### config.mk
export PLATFORM = sky130hd
export DESIGN_NAME = best_fit_free_space_table
export DESIGN_NICKNAME = d
export VERILOG_FILES = /design/src/rtl/bfst_pkg.sv /design/src/rtl/bfst_ram.sv /design/src/rtl/bfst_match.sv /design/src/rtl/best_fit_free_space_table.sv
export SDC_FILE = /design/constraint.sdc
export NUM_CORES = 2
export LEC_CHECK = 0
export ABC_CLOCK_PERIOD_IN_PS = 10050
export BUFFER_PORTS_ARGS = -buffer_cell sky130_fd_sc_hd__buf_4
export CORE_ASPECT_RATIO = 0.9
export CORE_MARGIN = 4
export CORE_UTILIZATION = 35
export DETAILED_ROUTE_END_ITERATION = 16
export RECOVER_POWER = 100
export REMOVE_ABC_BUFFERS = 1
export SYNTH_ARGS = -nofsm -noshare
export SYNTH_HDL_FRONTEND = slang
export SYNTH_SLANG_ARGS = --single-unit
### constraint.sdc
create_clock -name i_clk -period 10.05 [get_ports i_clk]
set_clock_uncertainty 0.05 [all_clocks]
set_input_delay 1.005 -clock i_clk [delete_from_list [all_inputs] [get_ports i_clk]]
set_output_delay 1.005 -clock i_clk [all_outputs]
set_load 0.05 [all_outputs]
### src/rtl/bfst_pkg.sv
package bfst_pkg;

    localparam int CAPACITY_DEF = 64;
    localparam int VAL_W        = 31;
    localparam int CMD_W        = 2;
    localparam int STAT_W       = 2;
    localparam int CNT_OUT_W    = 7;
    localparam int WORD_W       = VAL_W + 1;

    localparam logic [CMD_W-1:0] CMD_INSERT = 2'd0;
    localparam logic [CMD_W-1:0] CMD_REMOVE = 2'd1;
    localparam logic [CMD_W-1:0] CMD_QUERY  = 2'd2;

    localparam logic [STAT_W-1:0] STAT_OK   = 2'd0;
    localparam logic [STAT_W-1:0] STAT_MISS = 2'd1;
    localparam logic [STAT_W-1:0] STAT_FULL = 2'd2;

    typedef enum logic [2:0] {
        ST_CLEAR,
        ST_IDLE,
        ST_SCAN,
        ST_DRAIN,
        ST_FINISH,
        ST_DONE
    } t_state;

    // control from the sequencer to the slot evaluator
    typedef struct packed {
        logic start;
        logic rd_vld;
    } t_scan_ctl;

    // hit flags gathered over one scan
    typedef struct packed {
        logic free_hit;
        logic match_hit;
        logic best_hit;
    } t_scan_res;

endpackage

### src/rtl/bfst_ram.sv
module bfst_ram #(
    parameter int WIDTH = bfst_pkg::WORD_W,
    parameter int DEPTH = bfst_pkg::CAPACITY_DEF
) (
    input  logic                     i_clk,
    input  logic                     i_we,
    input  logic [$clog2(DEPTH)-1:0] i_waddr,
    input  logic [WIDTH-1:0]         i_wdata,
    input  logic [$clog2(DEPTH)-1:0] i_raddr,
    output logic [WIDTH-1:0]         o_rdata
);

    logic [WIDTH-1:0] r_mem [DEPTH];
    logic [WIDTH-1:0] r_rdata;

    always_ff @(posedge i_clk) begin
        if (i_we) begin
            r_mem[i_waddr] <= i_wdata;
        end
        r_rdata <= r_mem[i_raddr];
    end

    assign o_rdata = r_rdata;

endmodule

### src/rtl/bfst_match.sv
module bfst_match #(
    parameter int CAPACITY = bfst_pkg::CAPACITY_DEF
) (
    input  logic                              i_clk,
    input  logic                              i_rst_n,
    input  bfst_pkg::t_scan_ctl               i_ctl,
    input  logic [$clog2(CAPACITY)-1:0]       i_idx,
    input  logic [bfst_pkg::WORD_W-1:0]       i_word,
    input  logic [bfst_pkg::VAL_W-1:0]        i_amount,
    output bfst_pkg::t_scan_res               o_res,
    output logic [$clog2(CAPACITY)-1:0]       o_free_idx,
    output logic [$clog2(CAPACITY)-1:0]       o_match_idx,
    output logic [bfst_pkg::VAL_W-1:0]        o_best_val
);

    localparam int AW = $clog2(CAPACITY);

    bfst_pkg::t_scan_res          r_res, n_res;
    logic [AW-1:0]                r_free_idx, n_free_idx;
    logic [AW-1:0]                r_match_idx, n_match_idx;
    logic [bfst_pkg::VAL_W-1:0]   r_best_val, n_best_val;

    logic                         w_valid;
    logic [bfst_pkg::VAL_W-1:0]   w_val;

    assign w_valid = i_word[bfst_pkg::WORD_W-1];
    assign w_val   = i_word[bfst_pkg::VAL_W-1:0];

    always_comb begin
        n_res       = r_res;
        n_free_idx  = r_free_idx;
        n_match_idx = r_match_idx;
        n_best_val  = r_best_val;
        if (i_ctl.start) begin
            n_res = '0;
        end else if (i_ctl.rd_vld) begin
            // keep the lowest free slot, the lowest matching slot and the smallest value not below the amount
            if (!w_valid && !r_res.free_hit) begin
                n_res.free_hit = 1'b1;
                n_free_idx     = i_idx;
            end
            if (w_valid && (w_val == i_amount) && !r_res.match_hit) begin
                n_res.match_hit = 1'b1;
                n_match_idx     = i_idx;
            end
            if (w_valid && (w_val >= i_amount) && (!r_res.best_hit || w_val < r_best_val)) begin
                n_res.best_hit = 1'b1;
                n_best_val     = w_val;
            end
        end
    end

    always_ff @(posedge i_clk) begin
        if (!i_rst_n) begin
            r_res <= '0;
        end else begin
            r_res <= n_res;
        end
        r_free_idx  <= n_free_idx;
        r_match_idx <= n_match_idx;
        r_best_val  <= n_best_val;
    end

    assign o_res       = r_res;
    assign o_free_idx  = r_free_idx;
    assign o_match_idx = r_match_idx;
    assign o_best_val  = r_best_val;

endmodule

### src/rtl/best_fit_free_space_table.sv
// Best-fit free-space table: a multiset of up to CAPACITY 31-bit values held
// in one memory word per slot (valid bit and value). Each command (insert,
// remove one instance, best-fit query) reads every slot once through the
// memory's single read port, then writes at most one slot and returns one
// result holding status, the found value and the entry count. The result passes
// through the SCAN, DRAIN, FINISH and DONE states into the output register, and a
// new command is accepted only after that, so a command occupies the block for
// the whole scan of all slots; a result not yet taken from the output holds
// off the next one. After reset the block clears all CAPACITY slots, one per
// cycle, before it accepts the first command. Insert goes to the lowest free
// slot, remove clears the lowest matching slot.
module best_fit_free_space_table #(
    parameter int CAPACITY = bfst_pkg::CAPACITY_DEF
) (
    input  logic        i_clk,
    input  logic        i_rst_n,
    input  logic        i_s_axis_tvalid,
    output logic        o_s_axis_tready,
    input  logic [31:0] i_s_axis_tdata,   // [30:0] amount, [31] zero
    input  logic [1:0]  i_s_axis_tuser,   // [1:0] cmd
    output logic        o_m_axis_tvalid,
    input  logic        i_m_axis_tready,
    output logic [39:0] o_m_axis_tdata,   // [30:0] found_value, [37:31] entry_count, [39:38] zero
    output logic [1:0]  o_m_axis_tuser    // [1:0] status
);

    localparam int AW    = $clog2(CAPACITY);
    localparam int CNT_W = $clog2(CAPACITY + 1);
    localparam int VW    = bfst_pkg::VAL_W;
    localparam int OW    = bfst_pkg::CNT_OUT_W;
    localparam logic [AW-1:0] LAST_ADDR = AW'(CAPACITY - 1);

    bfst_pkg::t_state             r_state, n_state;
    logic [AW-1:0]                r_addr, n_addr;
    logic [bfst_pkg::CMD_W-1:0]   r_cmd;
    logic [VW-1:0]                r_amount;
    logic [CNT_W-1:0]             r_count, n_count;
    logic                         r_rd_vld;
    logic [AW-1:0]                r_rd_idx;

    logic [bfst_pkg::STAT_W-1:0]  r_res_status, n_res_status;
    logic [VW-1:0]                r_res_found, n_res_found;
    logic [OW-1:0]                r_res_count;

    logic                         r_out_valid;
    logic [bfst_pkg::STAT_W-1:0]  r_out_status;
    logic [VW-1:0]                r_out_found;
    logic [OW-1:0]                r_out_count;

    logic                         w_accept;
    logic                         w_load;
    logic                         w_we;
    logic [AW-1:0]                w_waddr;
    logic [bfst_pkg::WORD_W-1:0]  w_wdata;
    logic [bfst_pkg::WORD_W-1:0]  w_rdata;
    logic [CNT_W+OW-1:0]          w_count_ext;

    bfst_pkg::t_scan_ctl          w_ctl;
    bfst_pkg::t_scan_res          w_res;
    logic [AW-1:0]                w_free_idx;
    logic [AW-1:0]                w_match_idx;
    logic [VW-1:0]                w_best_val;

    bfst_ram #(
        .WIDTH(bfst_pkg::WORD_W),
        .DEPTH(CAPACITY)
    ) u_ram (
        .i_clk  (i_clk),
        .i_we   (w_we),
        .i_waddr(w_waddr),
        .i_wdata(w_wdata),
        .i_raddr(r_addr),
        .o_rdata(w_rdata)
    );

    assign w_ctl.start  = w_accept;
    assign w_ctl.rd_vld = r_rd_vld;

    bfst_match #(
        .CAPACITY(CAPACITY)
    ) u_match (
        .i_clk      (i_clk),
        .i_rst_n    (i_rst_n),
        .i_ctl      (w_ctl),
        .i_idx      (r_rd_idx),
        .i_word     (w_rdata),
        .i_amount   (r_amount),
        .o_res      (w_res),
        .o_free_idx (w_free_idx),
        .o_match_idx(w_match_idx),
        .o_best_val (w_best_val)
    );

    assign o_s_axis_tready = (r_state == bfst_pkg::ST_IDLE);
    assign w_accept        = i_s_axis_tvalid && o_s_axis_tready;
    assign w_load          = (r_state == bfst_pkg::ST_DONE) && (!r_out_valid || i_m_axis_tready);
    assign w_count_ext     = {{OW{1'b0}}, n_count};

    always_comb begin
        n_state      = r_state;
        n_addr       = r_addr;
        n_count      = r_count;
        n_res_status = r_res_status;
        n_res_found  = r_res_found;
        w_we         = 1'b0;
        w_waddr      = r_addr;
        w_wdata      = '0;
        case (r_state)
            bfst_pkg::ST_CLEAR: begin
                w_we = 1'b1;
                if (r_addr == LAST_ADDR) begin
                    n_addr  = '0;
                    n_state = bfst_pkg::ST_IDLE;
                end else begin
                    n_addr = r_addr + 1'b1;
                end
            end
            bfst_pkg::ST_IDLE: begin
                if (w_accept) begin
                    n_addr  = '0;
                    n_state = bfst_pkg::ST_SCAN;
                end
            end
            bfst_pkg::ST_SCAN: begin
                if (r_addr == LAST_ADDR) begin
                    n_addr  = '0;
                    n_state = bfst_pkg::ST_DRAIN;
                end else begin
                    n_addr = r_addr + 1'b1;
                end
            end
            bfst_pkg::ST_DRAIN: begin
                n_state = bfst_pkg::ST_FINISH;
            end
            bfst_pkg::ST_FINISH: begin
                n_res_found  = '0;
                n_res_status = bfst_pkg::STAT_MISS;
                case (r_cmd)
                    bfst_pkg::CMD_INSERT: begin
                        if (w_res.free_hit) begin
                            w_we         = 1'b1;
                            w_waddr      = w_free_idx;
                            w_wdata      = {1'b1, r_amount};
                            n_count      = r_count + 1'b1;
                            n_res_status = bfst_pkg::STAT_OK;
                        end else begin
                            n_res_status = bfst_pkg::STAT_FULL;
                        end
                    end
                    bfst_pkg::CMD_REMOVE: begin
                        if (w_res.match_hit) begin
                            w_we         = 1'b1;
                            w_waddr      = w_match_idx;
                            n_count      = r_count - 1'b1;
                            n_res_status = bfst_pkg::STAT_OK;
                        end
                    end
                    bfst_pkg::CMD_QUERY: begin
                        if (w_res.best_hit) begin
                            n_res_status = bfst_pkg::STAT_OK;
                            n_res_found  = w_best_val;
                        end
                    end
                    default: begin
                        n_res_status = bfst_pkg::STAT_MISS;
                    end
                endcase
                n_state = bfst_pkg::ST_DONE;
            end
            bfst_pkg::ST_DONE: begin
                if (w_load) begin
                    n_state = bfst_pkg::ST_IDLE;
                end
            end
            default: begin
                n_state = bfst_pkg::ST_IDLE;
            end
        endcase
    end

    always_ff @(posedge i_clk) begin
        if (!i_rst_n) begin
            r_state     <= bfst_pkg::ST_CLEAR;
            r_addr      <= '0;
            r_count     <= '0;
            r_rd_vld    <= 1'b0;
            r_out_valid <= 1'b0;
        end else begin
            r_state  <= n_state;
            r_addr   <= n_addr;
            r_count  <= n_count;
            r_rd_vld <= (r_state == bfst_pkg::ST_SCAN);
            if (w_load) begin
                r_out_valid <= 1'b1;
            end else if (i_m_axis_tready) begin
                r_out_valid <= 1'b0;
            end
        end
    end

    always_ff @(posedge i_clk) begin
        r_rd_idx <= r_addr;
        if (w_accept) begin
            r_cmd    <= i_s_axis_tuser;
            r_amount <= i_s_axis_tdata[VW-1:0];
        end
        if (r_state == bfst_pkg::ST_FINISH) begin
            r_res_status <= n_res_status;
            r_res_found  <= n_res_found;
            r_res_count  <= w_count_ext[OW-1:0];
        end
        if (w_load) begin
            r_out_status <= r_res_status;
            r_out_found  <= r_res_found;
            r_out_count  <= r_res_count;
        end
    end

    assign o_m_axis_tvalid = r_out_valid;
    assign o_m_axis_tuser  = r_out_status;
    assign o_m_axis_tdata  = {2'b00, r_out_count, r_out_found};

`ifndef SYNTHESIS
    a_count_bound: assert property (@(posedge i_clk) disable iff (!i_rst_n)
        r_count <= CNT_W'(CAPACITY))
        else $error("entry count exceeds capacity");

    a_write_state: assert property (@(posedge i_clk) disable iff (!i_rst_n)
        w_we |-> (r_state == bfst_pkg::ST_CLEAR || r_state == bfst_pkg::ST_FINISH))
        else $error("memory write outside clear or finish");

    a_count_change: assert property (@(posedge i_clk) disable iff (!i_rst_n)
        ($past(i_rst_n) && !$stable(r_count)) |-> ($past(r_state) == bfst_pkg::ST_FINISH))
        else $error("entry count changed outside finish");
`endif

endmodule

==> results by group <==
STA
  • Minimum clock period: approximately 7 ns
  • Slew Limit Fails: 4028
  • TNS Setup: 0 ns
  • Slew margin rel.: -1.28
  • Fin. Hold Viols: 0
  • RSZ-0062 raised after global routing: no
  • Fmax: between 100 and 150 MHz
  • Final worst setup slack: 2.93 ns
  • Final count of negative-setup-slack endpoints: 0
  • Worst-Margin Slew: between 3 and 4 ns
  • Crit share post-route: 0.709

Worst setup path
  • Max Fanout on Critical Path: 20
  • Crit Path Category: register to register
  • Critical Path AT: ~7.5 ns
  • R2R Path Start: r_state[2]$_SDFFE_PN0P_
  • Startpoint Class: register
  • Number of cells on the worst reg-to-reg path: 6
  • Critical Path RT: 10.46 ns
  • Worst r2r dst: u_ram.r_mem[3][25]$_DFFE_PP_
  • Worst R2R Setup Slack: 2.93 ns
  • CP endpoint kind: register

Clocking
  • Worst-case clock buffer depth: 3
  • Worst-Skew Late Latency: roughly 0.9 ns
  • CTS tree: yes
  • Clock sinks: roughly 2300
  • Hold_buf cts: 0
  • Clk pin slew, worst setup/hold paths: 0.06 ns
  • Post-CTS setup buffer count: 0
  • Num CTS Buffers: 221
  • Htree depth: 4
  • Resize count post-CTS: 0
  • Root Buffer: clkbuf_16

Place
  • DP Worst Slack: a little under 5 ns
  • Gpl congestion: slightly above 0.8
  • Port bufs: between 70 and 80
  • DP Wirelength: about 120000 µm

Hold path
  • Hold Path End: r_amount[30]$_DFFE_PP_
  • Hold Path Origin: i_s_axis_tdata[30]
  • Hold Path Class: input pin to register
  • WHS Path Cells: 1

Route
  • Via count: 41100
  • Post-Route WL: ~220000 µm
  • Drt pass-1 iters: 6
  • DR iter-0 viols: about 5200
  • Residual DRC: 0
  • Wire length per cell: roughly 28 µm
  • Number of routed nets with antenna violations: 0
  • Vias per cell: 5.38

Logic synthesis
  • Area contributors post-synth: edfxtp_1, mux4_2, dfxtp_1, ha_1, mux2i_1
  • Post-synth top flop: edfxtp_1
  • Synth Instances: 3896
  • #FFs+latches synth: around 2300
  • Syn Std Cell Area: between 80000 and 90000 µm²
  • Average size of a mapped cell: about 22 µm²
  • Post-synth EDFFs: around 2200
  • Register area share after synthesis: 0.775
  • Top cell type's share of synthesized area: 0.761
  • Count leader, synth: edfxtp_1
  • Synth cell types: 63
  • Yosys warning count: 0
  • Area leader, netlist: edfxtp_1
  • Ys async rst share: 0
  • Top cells by instance count after synthesis: edfxtp_1, mux4_2, nor2_1

Power
  • VDD IR max: between 0.15 and 0.2 mV
  • Pleak: 34.9 nW
  • Power Dens Cells: between 150 and 200 nW/µm²

Floorplan
  • Top Ports: between 80 and 90
  • # rows: 173
  • Core area: about 250000 µm²
  • Die area: 256000 µm²
  • Initial Utilization: 0.352
  • Die Y: 481 µm
  • Die width: about 530 µm

Flow run
  • Max Cap Viol: between 100 and 150

Cells and area
  • Nets@finish: between 4000 and 5000
  • Layout cells sized above 1: 0.242
  • Synthesis-to-finish area growth: 13.6%

Global routing
  • Total track usage: 0.167
  • Largest net degree at the start of global routing: about 130
  • Initial antenna violation count: 10
  • GRT Residual Overflow: 0
  • First-pass GRT wire length: 308000 µm
  • Number of global-route vias before repair: ~41000

Run status
  • Failing checks: max-capacitance violations, max-slew violations
  • Status: finished with violations
[routing by layer]
layer / share of wire / vias up / global-route usage
met5: 0 / - / 0
met3: 0.084 / 313 / 0.0329
li1: - / 16900 / -
met4: 0.028 / 0 / 0.0527
met2: 0.46 / 1736 / 0.259
met1: 0.42 / 22200 / 0.239
[flip-flops by register name, summed over array words and instances, names as in the netlist]
name                 count
o_m_axis_tuser           2
r_res_status             2
r_cmd                    2
r_addr                   6
u_match.o_match_idx      6
u_match.o_res            3
r_rd_vld                 1
r_out_found             31
o_m_axis_tvalid          1
r_rd_idx                 6
r_count                  7
u_match.o_best_val      31
r_out_count              7
r_amount                31
r_state                  3
u_ram.r_mem           2048
r_res_count              7
u_ram.o_rdata           32
u_match.o_free_idx       6
r_res_found             31
[kinds of logic after synthesis]
kind of cell	Yosys count	share of synthesized area
muxes	652	0.158
AOI/OAI and AO/OA	270	0.0208
DFF	2263	0.775
and+or+nand+nor	366	0.0223
xor gates and xnor gates	7	0.000705
adders and majority gates	64	0.00921
other	1	0.0000431
buffers and inverters	273	0.0136
[power by group]
| group | leakage, nW | switching, mW | internal (mW) | total (mW) |
|---|---|---|---|---|
| Sequential | 25.3 | 0.0935 | 10.3 | 10.4 |
| Combinational | 6.17 | 0.469 | 0.298 | 0.768 |
| Clock | 3.43 | 3.55 | 4.49 | 8.03 |
| Total | 34.9 | 4.11 | 15.1 | 19.2 |
[critical path, stage by stage (launching register included)]
cell	delay, ns
dfxtp_1	0.65
or4b_1	0.89
or3_1	0.81
a21oi_1	0.82
nand3_1	0.62
nor2_1	1.59
clkbuf_1	1.23
[placed cells by master, fill, tap and decap left out, types with 6 or more instances in the layout]
cell type   Yosys  final
edfxtp_1     2204   2204
mux4_2        578    578
clkbuf_16       0    221
clkbuf_1       94    192
a21oi_1        90     90
inv_1          69     69
ha_1           64     64
a211oi_1       63     63
mux2i_1        60     60
nor2b_1        58     56
dfxtp_1        59     55
nor2_4          0     53
clkinv_1        0     51
clkinv_2        0     48
nand2_1        44     44
nor2_1         96     43
buf_4           9     33
and3_1         42     29
clkbuf_4        0     28
and2_0          0     26
a22oi_1        22     22
nand3_1        21     21
o22ai_1        19     19
o21ai_0        17     18
nand4_1        17     17
bufinv_16       0     16
and2_1         42     15
nand2b_1       14     14
mux2_2         14     14
and3_2          0     13
a221o_1         9      9
or3_1           7      8
clkinv_16       0      8
clkinvlp_4      0      7
nor3_1          6      6
o31ai_1         6      6
nor4_1          5      6
o21a_1          6      6
[through the flow]
| stage | power (mW) | std cells | instance area, µm² | hold slack, ns | utilization |
|---|---|---|---|---|---|
| 6_report | 19.2 | 7639 | 98700 | 0.272 | 0.400 |
| 5_1_grt | 19.8 | 7638 | 98700 | 0.233 | 0.400 |
| 4_1_cts | 19.3 | 7635 | 99400 | 0.192 | 0.402 |
| 3_5_place_dp | 11.4 | 7228 | 92300 | 0.355 | 0.374 |
| 3_3_place_gp | 11.3 | 7228 | 92300 | 0.354 | 0.374 |
| 2_1_floorplan | 11.2 | 3693 | 86000 | 0.350 | - |
[area by class of cell]
class,instances,area [µm²]
antenna,2,5.00
clock buffer,270,5730
clock inverter,137,1320
fill,21700,148000
inverter,69,259
multi-input combinational,1361,18800
sequential,2263,67400
tap,3325,4160
timing repair buffer,212,1090
[worst max path at each step]
stage	start	to	slack (ns)	depth (start not counted)
final	r_state[2]$_SDFFE_PN0P_	u_ram.r_mem[3][25]$_DFFE_PP_	2.93	6
after global routing	r_addr[0]$_SDFFE_PN0P_	u_ram.r_mem[3][7]$_DFFE_PP_	2.35	4
after CTS	r_state[2]$_SDFFE_PN0P_	u_ram.r_mem[3][25]$_DFFE_PP_	4.87	6
after detailed placement	r_state[2]$_SDFFE_PN0P_	u_ram.r_mem[3][7]$_DFFE_PP_	4.90	6
after global placement	r_state[2]$_SDFFE_PN0P_	u_ram.r_mem[3][2]$_DFFE_PP_	5.04	6
after floorplan	r_addr[0]$_SDFFE_PN0P_	u_ram.r_mem[11][0]$_DFFE_PP_	-15.62	3
No activity file was read; power rests on OpenSTA's default activity.
